### src/hw/rtl/fdack_pkg.sv
package fdack_pkg;

  localparam int HDR_LEN            = 12;
  localparam int LENGTH_COUNT_WIDTH = 21;
  localparam int QUEUE_DEPTH        = 2;
  localparam int CFG_INDEX_WIDTH    = 4;
  localparam int CFG_DATA_WIDTH     = 21;

  localparam logic [7:0]  START_BYTE     = 8'hFF;
  localparam logic [31:0] HDR_TAG        = 32'hFFACCE56;
  localparam logic [15:0] SEQ_RESET      = 16'hFFF0;
  localparam logic [15:0] LAG_THR_RESET  = 16'd10;
  localparam logic [20:0] MAX_PAY_RESET  = 21'd1048576;

  typedef enum logic {
    CMD_RX   = 1'b0,
    CMD_SEND = 1'b1
  } cmd_t;

  typedef enum logic [1:0] {
    KIND_PAYLOAD = 2'd0,
    KIND_ACK     = 2'd1,
    KIND_TRUNC   = 2'd2,
    KIND_SEND    = 2'd3
  } kind_t;

  typedef enum logic [CFG_INDEX_WIDTH-1:0] {
    REG_LAG_THRESHOLD = 4'd0,
    REG_MAX_PAYLOAD   = 4'd1
  } reg_idx_t;

  typedef struct packed {
    cmd_t       cmd;
    logic [7:0] rx_byte;
    logic       is_start;
  } item_t;

  typedef struct packed {
    kind_t       kind;
    logic [7:0]  data_byte;
    logic        last;
    logic [15:0] sequence_res;
    logic [15:0] unacked;
    logic        lag_warning;
    logic        lagging;
  } result_t;

endpackage

### src/hw/rtl/fdack_front.sv
module fdack_front (
  input  logic              clk,
  input  logic              rst_n,
  input  logic              in_valid,
  output logic              in_ready,
  input  logic              in_cmd,
  input  logic [7:0]        in_rx_byte,
  output logic              push,
  output fdack_pkg::item_t  push_item,
  input  logic              q_ready
);
  import fdack_pkg::*;

  logic  fr_v_r, fr_v_nxt;
  item_t fr_item_r;

  assign in_ready  = !fr_v_r || q_ready;
  assign push      = fr_v_r && q_ready;
  assign push_item = fr_item_r;

  always_comb begin
    fr_v_nxt = fr_v_r;
    if (in_valid && in_ready) begin
      fr_v_nxt = 1'b1;
    end else if (q_ready) begin
      fr_v_nxt = 1'b0;
    end
  end

  always_ff @(posedge clk) begin
    if (!rst_n) begin
      fr_v_r <= 1'b0;
    end else begin
      fr_v_r <= fr_v_nxt;
    end
  end

  always_ff @(posedge clk) begin
    if (in_valid && in_ready) begin
      fr_item_r.cmd      <= cmd_t'(in_cmd);
      fr_item_r.rx_byte  <= in_rx_byte;
      fr_item_r.is_start <= (in_rx_byte == START_BYTE);
    end
  end

endmodule

### src/hw/rtl/fdack_queue.sv
module fdack_queue (
  input  logic              clk,
  input  logic              rst_n,
  input  logic              push,
  input  fdack_pkg::item_t  push_item,
  output logic              q_ready,
  output logic              q_valid,
  output fdack_pkg::item_t  q_item,
  input  logic              pop
);
  import fdack_pkg::*;

  localparam int PW = (QUEUE_DEPTH > 1) ? $clog2(QUEUE_DEPTH) : 1;
  localparam int CW = $clog2(QUEUE_DEPTH + 1);

  item_t          mem [QUEUE_DEPTH];
  logic [PW-1:0]  wr_ptr_r, rd_ptr_r;
  logic [CW-1:0]  count_r, count_nxt;

  function automatic logic [PW-1:0] ptr_inc(input logic [PW-1:0] p);
    if (p == PW'(QUEUE_DEPTH - 1)) begin
      ptr_inc = '0;
    end else begin
      ptr_inc = p + PW'(1);
    end
  endfunction

  assign q_ready = (count_r != CW'(QUEUE_DEPTH));
  assign q_valid = (count_r != '0);
  assign q_item  = mem[rd_ptr_r];

  always_comb begin
    count_nxt = count_r;
    if (push && !pop) begin
      count_nxt = count_r + CW'(1);
    end else if (pop && !push) begin
      count_nxt = count_r - CW'(1);
    end
  end

  always_ff @(posedge clk) begin
    if (!rst_n) begin
      wr_ptr_r <= '0;
      rd_ptr_r <= '0;
      count_r  <= '0;
    end else begin
      if (push) begin
        wr_ptr_r <= ptr_inc(wr_ptr_r);
      end
      if (pop) begin
        rd_ptr_r <= ptr_inc(rd_ptr_r);
      end
      count_r <= count_nxt;
    end
  end

  always_ff @(posedge clk) begin
    if (push) begin
      mem[wr_ptr_r] <= push_item;
    end
  end

endmodule

### src/hw/rtl/fdack_back.sv
module fdack_back #(
  parameter int LENGTH_COUNT_WIDTH = fdack_pkg::LENGTH_COUNT_WIDTH
) (
  input  logic                                  clk,
  input  logic                                  rst_n,
  input  logic                                  q_valid,
  input  fdack_pkg::item_t                      q_item,
  output logic                                  pop,
  input  logic                                  cfg_valid,
  input  logic [fdack_pkg::CFG_INDEX_WIDTH-1:0] cfg_index,
  input  logic [fdack_pkg::CFG_DATA_WIDTH-1:0]  cfg_data,
  output logic                                  res_valid,
  output fdack_pkg::result_t                    res,
  input  logic                                  res_ready
);
  import fdack_pkg::*;

  localparam int W = LENGTH_COUNT_WIDTH;

  logic [15:0]  lag_thr_r;
  logic [20:0]  max_pay_r;

  logic         in_payload_r, in_payload_nxt;
  logic [3:0]   fill_r, fill_nxt;
  logic [W-1:0] left_r, left_nxt;
  logic [15:0]  rx_seq_r, rx_seq_nxt;
  logic [15:0]  send_seq_r, send_seq_nxt;
  logic [15:0]  acked_r, acked_nxt;
  logic [7:0]   hw_r   [HDR_LEN];
  logic [7:0]   hw_nxt [HDR_LEN];
  logic [7:0]   win    [HDR_LEN];

  logic         out_v_r, out_v_nxt;
  result_t      out_r, out_nxt;
  logic         has_res;

  logic [15:0]  hdr_lo, hdr_hi, hdr_seq;
  logic [31:0]  hdr_size;
  logic         tag_ok, len_ok;
  logic         drop_found;
  logic [3:0]   drop_idx;
  logic [4:0]   shift_idx [HDR_LEN];
  logic [W-1:0] left_dec;
  logic [15:0]  send_inc, una_send;

  assign pop       = q_valid && (!out_v_r || res_ready);
  assign res_valid = out_v_r;
  assign res       = out_r;

  // Header view with the incoming byte in the last slot
  always_comb begin
    for (int k = 0; k < HDR_LEN; k++) begin
      win[k] = hw_r[k];
    end
    win[HDR_LEN-1] = q_item.rx_byte;
  end

  assign hdr_lo   = {win[5], win[4]};
  assign hdr_hi   = {win[7], win[6]};
  assign hdr_seq  = {hdr_hi[11:0], 4'b0000} | {4'b0000, hdr_lo[15:4]};
  assign hdr_size = {win[11], win[10], win[9], win[8]};
  assign tag_ok   = ({win[0], win[1], win[2], win[3]} == HDR_TAG);
  assign len_ok   = tag_ok && (hdr_size >= 32'd2) && (hdr_size[31:21] == '0)
                    && (hdr_size[20:0] <= max_pay_r);

  // lowest start byte among window bytes 1..11
  always_comb begin
    drop_found = 1'b0;
    drop_idx   = '0;
    for (int k = HDR_LEN - 1; k >= 1; k--) begin
      if (win[k] == START_BYTE) begin
        drop_found = 1'b1;
        drop_idx   = 4'(k);
      end
    end
  end

  always_comb begin
    for (int k = 0; k < HDR_LEN; k++) begin
      shift_idx[k] = 5'(k) + {1'b0, drop_idx};
    end
  end

  assign left_dec = left_r - W'(1);
  assign send_inc = send_seq_r + 16'd1;
  assign una_send = send_inc - acked_r;

  always_comb begin
    in_payload_nxt = in_payload_r;
    fill_nxt       = fill_r;
    left_nxt       = left_r;
    rx_seq_nxt     = rx_seq_r;
    send_seq_nxt   = send_seq_r;
    acked_nxt      = acked_r;
    for (int k = 0; k < HDR_LEN; k++) begin
      hw_nxt[k] = hw_r[k];
    end
    has_res = 1'b0;
    out_nxt = '0;

    if (pop) begin
      if (q_item.cmd == CMD_SEND) begin
        send_seq_nxt        = send_inc;
        has_res             = 1'b1;
        out_nxt.kind        = KIND_SEND;
        out_nxt.sequence_res = send_inc;
        out_nxt.unacked     = una_send;
        out_nxt.lag_warning = (una_send >= (lag_thr_r >> 1));
        out_nxt.lagging     = (una_send >= lag_thr_r);
      end else if (in_payload_r) begin
        has_res              = 1'b1;
        out_nxt.sequence_res = rx_seq_r;
        if (q_item.is_start) begin
          // start byte mid-message: abandon it and open a new window
          in_payload_nxt = 1'b0;
          left_nxt       = '0;
          hw_nxt[0]      = START_BYTE;
          fill_nxt       = 4'd1;
          out_nxt.kind   = KIND_TRUNC;
        end else begin
          left_nxt          = left_dec;
          out_nxt.kind      = KIND_PAYLOAD;
          out_nxt.data_byte = q_item.rx_byte;
          if (left_dec == '0) begin
            in_payload_nxt = 1'b0;
            out_nxt.last   = 1'b1;
          end
        end
      end else if (fill_r == '0 && !q_item.is_start) begin
        // junk while hunting
      end else if (fill_r >= 4'(HDR_LEN)) begin
        fill_nxt = '0;
      end else if (fill_r != 4'(HDR_LEN - 1)) begin
        hw_nxt[fill_r] = q_item.rx_byte;
        fill_nxt       = fill_r + 4'd1;
      end else if (tag_ok && hdr_size == '0) begin
        acked_nxt            = hdr_seq;
        fill_nxt             = '0;
        has_res              = 1'b1;
        out_nxt.kind         = KIND_ACK;
        out_nxt.sequence_res = hdr_seq;
        out_nxt.unacked      = send_seq_r - hdr_seq;
      end else if (len_ok) begin
        rx_seq_nxt     = hdr_seq;
        left_nxt       = hdr_size[W-1:0];
        in_payload_nxt = 1'b1;
        fill_nxt       = '0;
      end else if (drop_found) begin
        for (int k = 0; k < HDR_LEN; k++) begin
          if (shift_idx[k] < 5'(HDR_LEN)) begin
            hw_nxt[k] = win[shift_idx[k][3:0]];
          end
        end
        fill_nxt = 4'(HDR_LEN) - drop_idx;
      end else begin
        fill_nxt = '0;
      end
    end
  end

  always_comb begin
    if (pop) begin
      out_v_nxt = has_res;
    end else if (res_ready) begin
      out_v_nxt = 1'b0;
    end else begin
      out_v_nxt = out_v_r;
    end
  end

  always_ff @(posedge clk) begin
    if (!rst_n) begin
      lag_thr_r    <= LAG_THR_RESET;
      max_pay_r    <= MAX_PAY_RESET;
      in_payload_r <= 1'b0;
      fill_r       <= '0;
      left_r       <= '0;
      rx_seq_r     <= '0;
      send_seq_r   <= SEQ_RESET;
      acked_r      <= SEQ_RESET;
      out_v_r      <= 1'b0;
    end else begin
      if (cfg_valid) begin
        case (cfg_index)
          REG_LAG_THRESHOLD: lag_thr_r <= cfg_data[15:0];
          REG_MAX_PAYLOAD:   max_pay_r <= cfg_data[20:0];
          default: ;
        endcase
      end
      in_payload_r <= in_payload_nxt;
      fill_r       <= fill_nxt;
      left_r       <= left_nxt;
      rx_seq_r     <= rx_seq_nxt;
      send_seq_r   <= send_seq_nxt;
      acked_r      <= acked_nxt;
      out_v_r      <= out_v_nxt;
    end
  end

  always_ff @(posedge clk) begin
    for (int k = 0; k < HDR_LEN; k++) begin
      hw_r[k] <= hw_nxt[k];
    end
    if (pop && has_res) begin
      out_r <= out_nxt;
    end
  end

endmodule

### src/hw/rtl/frame_deframer_with_ack_tracking.sv
// Channel   Handshake               Payload
// in_       in_valid / in_ready     in_cmd, in_rx_byte
// out_      out_valid / out_ready   out_kind, out_data_byte, out_last, out_sequence_res,
//                                   out_unacked, out_lag_warning, out_lagging
// cfg_      cfg_valid / cfg_ready   cfg_index, cfg_data (cfg_ready is always high)
//
// One item per cycle sustained while out_ready is high; the back end judges a full header
// as its last byte pops. For an item with a result, out_valid rises as the result register
// loads when the item pops, after the input register, then the two-entry queue.
// Synchronous active-low reset; no clearing pass, the header window needs none.
// A stalled output holds the back end; the queue and input register absorb up to three
// more items before in_ready drops.
module frame_deframer_with_ack_tracking #(
  parameter int LENGTH_COUNT_WIDTH = fdack_pkg::LENGTH_COUNT_WIDTH
) (
  input  logic                                  clk,
  input  logic                                  rst_n,
  input  logic                                  in_valid,
  output logic                                  in_ready,
  input  logic                                  in_cmd,
  input  logic [7:0]                            in_rx_byte,
  output logic                                  out_valid,
  input  logic                                  out_ready,
  output logic [1:0]                            out_kind,
  output logic [7:0]                            out_data_byte,
  output logic                                  out_last,
  output logic [15:0]                           out_sequence_res,
  output logic [15:0]                           out_unacked,
  output logic                                  out_lag_warning,
  output logic                                  out_lagging,
  input  logic                                  cfg_valid,
  output logic                                  cfg_ready,
  input  logic [fdack_pkg::CFG_INDEX_WIDTH-1:0] cfg_index,
  input  logic [fdack_pkg::CFG_DATA_WIDTH-1:0]  cfg_data
);
  import fdack_pkg::*;

  logic    push, q_ready, q_valid, pop;
  item_t   push_item, q_item;
  result_t res;

  assign cfg_ready = 1'b1;

  fdack_front u_front (
    .clk       (clk),
    .rst_n     (rst_n),
    .in_valid  (in_valid),
    .in_ready  (in_ready),
    .in_cmd    (in_cmd),
    .in_rx_byte(in_rx_byte),
    .push      (push),
    .push_item (push_item),
    .q_ready   (q_ready)
  );

  fdack_queue u_queue (
    .clk      (clk),
    .rst_n    (rst_n),
    .push     (push),
    .push_item(push_item),
    .q_ready  (q_ready),
    .q_valid  (q_valid),
    .q_item   (q_item),
    .pop      (pop)
  );

  fdack_back #(
    .LENGTH_COUNT_WIDTH(LENGTH_COUNT_WIDTH)
  ) u_back (
    .clk      (clk),
    .rst_n    (rst_n),
    .q_valid  (q_valid),
    .q_item   (q_item),
    .pop      (pop),
    .cfg_valid(cfg_valid),
    .cfg_index(cfg_index),
    .cfg_data (cfg_data),
    .res_valid(out_valid),
    .res      (res),
    .res_ready(out_ready)
  );

  assign out_kind         = res.kind;
  assign out_data_byte    = res.data_byte;
  assign out_last         = res.last;
  assign out_sequence_res = res.sequence_res;
  assign out_unacked      = res.unacked;
  assign out_lag_warning  = res.lag_warning;
  assign out_lagging      = res.lagging;

endmodule
### config.mk
export PLATFORM = sky130hd
export DESIGN_NAME = frame_deframer_with_ack_tracking
export DESIGN_NICKNAME = d
export VERILOG_FILES = /design/src/hw/rtl/fdack_pkg.sv /design/src/hw/rtl/fdack_front.sv /design/src/hw/rtl/fdack_queue.sv /design/src/hw/rtl/fdack_back.sv /design/src/hw/rtl/frame_deframer_with_ack_tracking.sv
export SDC_FILE = /design/constraint.sdc
export NUM_CORES = 1
export LEC_CHECK = 0
export ABC_AREA = 1
export BUFFER_PORTS_ARGS = -buffer_cell sky130_fd_sc_hd__buf_2
export CAP_MARGIN = 30
export CORE_ASPECT_RATIO = 0.75
export CORE_MARGIN = 2
export CORE_UTILIZATION = 30
export CTS_BUF_LIST = sky130_fd_sc_hd__clkbuf_4 sky130_fd_sc_hd__clkbuf_8
export DETAILED_ROUTE_END_ITERATION = 10
export PLACE_DENSITY = 0.51
export SYNTH_ARGS = -nofsm -noshare
export SYNTH_HDL_FRONTEND = slang
export SYNTH_SLANG_ARGS = --single-unit
### constraint.sdc
create_clock -name clk -period 10.8 [get_ports clk]
set_input_delay 2.16 -clock clk [delete_from_list [all_inputs] [get_ports clk]]
set_output_delay 2.16 -clock clk [all_outputs]
set_load 0.03 [all_outputs]
=== Yosys cells after proc, flatten, opt, wreduce, memory -nomap -nowiden ===
Memory sizes are Yosys's and may differ from the RTL's. A register that Yosys moved wholly into a read port is not among the register bits.
Index checks and enable logic that the tools add are counted.

* Bits of input ports: 39
* Latch bits: 0
* Register bits after elaboration: 172
* Memories: 2
* Bits in read-only memories: 0
* RAM bits: 116
* Word-level logic and storage cells: 298

{| class="wikitable"
|+ Memories
! memory !! words !! bits a word !! read ports !! clocked after memory_dff !! write ports !! line !! source
|-
| u_back.hw_r || 12 || 8 || 12 || 0 || 12 || fdack_back.sv:29 || <nowiki>logic [7:0] hw_r [HDR_LEN];</nowiki>
|-
| u_queue.mem || 2 || 10 || 1 || 1 || 1 || fdack_queue.sv:16 || <nowiki>item_t mem [QUEUE_DEPTH];</nowiki>
|}

* Multiplexer cells: 141
* Reductions and logical operators: 38
* $mul: 0
* Magnitude comparators: 31
* Eq/ne operators: 21
* Shift operators: 0
* Add/subtract/negate cells: 21
* Bitwise operators: 21
* Divide/modulo/power cells: 0

{| class="wikitable"
|+ Operators with widths
! operator !! count
|-
| two-way mux 96 bit || 8
|-
| binary-select mux 8 bit (select 4 bit) || 12
|-
| two-way mux 8 bit || 39
|-
| two-way mux 32 bit || 5
|-
| two-way mux 21 bit || 7
|-
| bitwise mux 96 bit || 1
|-
| equality test 8 bit (second input constant) || 12
|-
| two-way mux 88 bit || 1
|-
| two-way mux 4 bit || 19
|-
| >= comparator 5 bit (second input constant) || 13
|-
| NOT 4 -> 5 bit || 13
|-
| less-than comparator 5 x 4 -> 1 bit (second input constant) || 11
|-
| two-way mux 1 bit || 38
|-
| demux 8 bit (select 4 bit) || 1
|-
| equality test 32 bit (second input constant) || 1
|-
| >= comparator 32 x 2 -> 1 bit (second input constant) || 1
|-
| logical NOT 32 bit || 1
|-
| two-way mux 16 bit || 2
|-
| subtractor 16 bit || 2
|-
| <= comparator 21 bit || 1
|-
| logical NOT 21 bit || 1
|-
| subtractor 21 x 1 -> 21 bit (second input constant) || 1
|-
| adder 3 x 4 -> 5 bit (first input constant) || 4
|-
| adder 4 x 4 -> 5 bit (first input constant) || 4
|-
| 31 further kinds || 75
|}

=== Longest topological paths before layout ===
* Depth after elaboration: 27
* Gate-level depth with buffers: 25
* Depth with buffers taken out: 24

=== Modules after synthesis ===
Synthesis repeated with hierarchy kept, for this count alone.

* Cell total of the unflattened synthesis: 2879
* Area total of the unflattened synthesis: 20241.9 µm²

{| class="wikitable"
|+ By module, submodules not included
! module !! sequential area each (µm²) !! instances !! cells an instance !! area an instance (µm²)
|-
| fdack_back || 6236.0 || 1 || 2782 || 18841.8
|-
| fdack_queue || 700.7 || 1 || 66 || 989.7
|-
| fdack_front || 320.3 || 1 || 29 || 399.1
|-
| frame_deframer_with_ack_tracking || 0.0 || 1 || 2 || 11.3
|}

=== Worst setup path after synthesis ===
Ideal clock, no wire load.

* Path kind: in2reg
* Start point: input out_ready
* End point: register u_back.out_r (netlist bit u_back.res[0]), enable pin
* Data required time: 10.336 ns
* Library setup time: 0.464 ns
* Stages on the path: 4
* Arrival: 4.990 ns
* Path buffers: 0
* Setup slack: 5.345 ns
* Cell sequence: nor2_1 a21oi_1 clkinv_1 a21oi_1

* Cells in the longest elaborated chain, start to end: 4

{| class="wikitable"
|+ RTL lines
! what !! line !! source
|-
| start: declaration || frame_deframer_with_ack_tracking.sv:23 || <nowiki>input logic out_ready,</nowiki>
|-
| logical OR 1 bit (*) || fdack_back.sv:46 || <nowiki>assign pop = q_valid && (!out_v_r || res_ready);</nowiki>
|-
| logical AND 1 bit (*) || fdack_back.sv:46 ||
|-
| two-way mux 1 bit || fdack_back.sv:101 || <nowiki>if (pop) begin</nowiki>
|-
| logical AND 1 bit (*) || fdack_back.sv:204 || <nowiki>if (pop && has_res) begin</nowiki>
|-
| end signal: assignment || fdack_back.sv:205 || <nowiki>out_r <= out_nxt;</nowiki>
|-
| end: declaration || fdack_back.sv:34 || <nowiki>result_t out_r, out_nxt;</nowiki>
|}

Every way passes the cells marked *; elsewhere a longest branch is shown, timed or not.
A chain may end at the register's enable or synchronous reset.

==> out/metrics.cfg <==
[power_and_ir_drop]
pwr_density_cell_nw_per_um2 = 176
fin_total_pwr_mw = 3.96
ir_drop_mv = 0.106
p_leak_nw = 10.2

[clock_network]
clock_latency_ns = 0.70
clockBufferDepth = 3
cts_tree = yes
numCtsBuffers = 48
cts-root-buf = clkbuf_8
cts_sinks = 281
ctsResizeCount = 0
clk_pin_slew_worst_paths_ns = 0.06
post_cts_buffers = 0
cts_htree_levels = 2
holdBufCountCts = 0

[sta]
period_needed_ns = 5.58
setup_ws_ns = 5.22
fin_skew_ns = 0.0515
fmax_ghz = 0.179
worstMarginPinSlew_ns = 1.07
finalMaxSlewViolations = 0
hold_viol_final = 0
grt_setup_unrepaired = false
tns_ns = 0
slew_headroom_pct = 28.8
post-route-period-util_pct = 51.6
whs_ns = 0.446
setup_viol = 0

[global_routing]
overflow = 0
grt_usage_pct = 25.3
grt_pass1_vias = 18846
grt_pass1_wl_um = 130000
grt_start_max_net_pins = 76
grt_antenna_before_repair = 5

[yosys]
syn-num-nets = 3040
synth_most_common_cell = nand2_1
synth.distinct_cells = 53
synth_ff_type = edfxtp_1
synth-seq-cells = 281
synth_area_um2 = 20200
synthCells = 2897
synth_area_leaders = edfxtp_1 24%, nand2_1 14%, nand3_1 13%, dfxtp_1 12%, ha_1 6.3%
yosys.area.top_type = edfxtp_1
async_reset_ff_share_pct = 0
ys_seq_area_share_pct = 35.9
synth_warnings = 0
synthTopCellsByCount = 767 x nand2_1, 518 x nand3_1, 298 x inv_1
synth-edff-count = 163
avgSynthCellArea_um2 = 6.97
synth_top_area_share_pct = 24.2

[layout]
area_growth_pct = 11.3
fin_area_um2 = 22500
fill_cells = 7335
nets = 3080
post-route-util_pct = 33.7
instances_no_fill = 3861
seq_area_um2 = 7260
multi_input_area_um2 = 11100
drive_gt1_share_pct = 8.40

[floorplan]
die_w_um = 304
dieArea_um2 = 69400
row_count = 82
core_um2 = 66700
io_pins = 87
die_h_um = 229
initial_core_util_pct = 30.3

[detailed_routing]
route.antenna.remaining_nets = 0
vias_per_cell = 5.47
vias = 21106
drt_wl_total_um = 89900
drc_errors = 0
drt_iter0_markers = 3090
first_pass_iters = 6
post_drt_wl_per_cell_um = 23.3

[setup_path]
worstPathMaxFanout = 62
crit_path_top_delay_cell = a21oi_1
cpPeakStageDelay_ns = 0.80
worstPathArrival_ns = 5.85
reg2reg_depth = 22
critPathKind = flop to flop
crit_required_ns = 11.07
start_kind = flop
path_common_cell = nand2_1
end_kind = flop
cp_cell_sequence = inv_2 -> nand2_1 -> nand2_1 -> nand2_1 -> nor2_1 -> nand3_1 -> nand2_1 -> nand2_1 -> nand2_1 -> nand2_1 -> nand2_1 -> nand2_1 -> nand2_2 -> nand2_4 -> nand2_4 -> buf_4 -> nand2_1 -> nand2_1 -> nand2_1 -> nand2_2 -> o22ai_1 -> a21oi_1

[place]
dp.cells = 3768
place_area_um2 = 21400
gp_congestion = 1.03
place_ws_ns = 5.25
hpwl_um = 69000
port_buffers = 85

[outcome]
status = finished clean

[min_path]
hold_class = flop to flop
hold_depth = 2

[run]
maxCapViolCount = 0

-- layout make-up --
type                    instances  share of cell area [%]
multi-input cells            2163                    49.6
flip-flops and latches        281                    32.3
inverters                     321                    5.36
well taps                     882                    4.91
clock buffers                  70                    3.93
repair buffers                122                    3.21
clock inverters                19                   0.679
diodes                          3                  0.0334
-- cells in the final DEF, fill, tap and decap left out, types with 6 or more instances in the layout --
master,instances
buf_2,86
clkbuf_8,57
nand2_2,7
clkinv_2,9
a22oi_1,17
clkinv_1,13
dfxtp_1,118
clkbuf_4,13
xor2_1,39
nand4_1,39
xnor2_1,12
nor3_1,29
edfxtp_1,163
buf_4,35
nand2_1,766
nand3_1,518
inv_1,297
a21oi_1,211
inv_2,17
nor4_1,30
ha_1,102
o21ai_0,149
o22ai_1,22
nor2_1,133
o211ai_1,12
o21ai_1,8
o31ai_1,6
-- metal layers --
metal / vias to the layer above / part of all wire, % / wire length, µm / track usage, %
met1: 9893 / 47 / 42500 / 39.0
met2: 1164 / 38 / 34000 / 32.9
met4: 2 / 2.5 / 2280 / 6.50
li1: 9898 / - / - / -
met3: 149 / 12 / 11100 / 8.28
met5: - / 0.018 / 16 / 0
-- report_power, final --
| group | internal (mW) | leakage (nW) | switching [mW] |
|---|---|---|---|
| sequential | 1.28 | 2.59 | 0.0677 |
| clock | 0.574 | 0.554 | 0.492 |
| combinational | 0.453 | 7.01 | 1.09 |
-- worst max-delay path, delay by kind of cell (launching register included) --
kind | cells | cell delay [ns]
AOI/OAI and AO/OA | 2 | 0.91
DFF | 1 | 0.43
and+or+nand+nor | 18 | 2.82
buffers and inverters | 2 | 0.91
-- logic make-up after synthesis --
family	Yosys count	synth area share [%]
DFF	281	35.9
and+or+nand+nor	1547	33.6
other	1	0.0186
adders and majority gates	104	6.52
xor gates and xnor gates	54	2.56
buffers and inverters	453	9.00
AOI/OAI and AO/OA	457	12.3
-- worst paths after layout --
path	startpoint	to	slack (ns)
worst max-delay path	flop	flop	5.22
worst min-delay path	u_back.rx_seq_r[4]	u_back.rx_seq_r[4]	0.45
worst max register to register	flop	flop	5.22
worst min register to register	u_back.rx_seq_r[4]	u_back.rx_seq_r[4]	0.45
(Power assumes the default switching activity.)
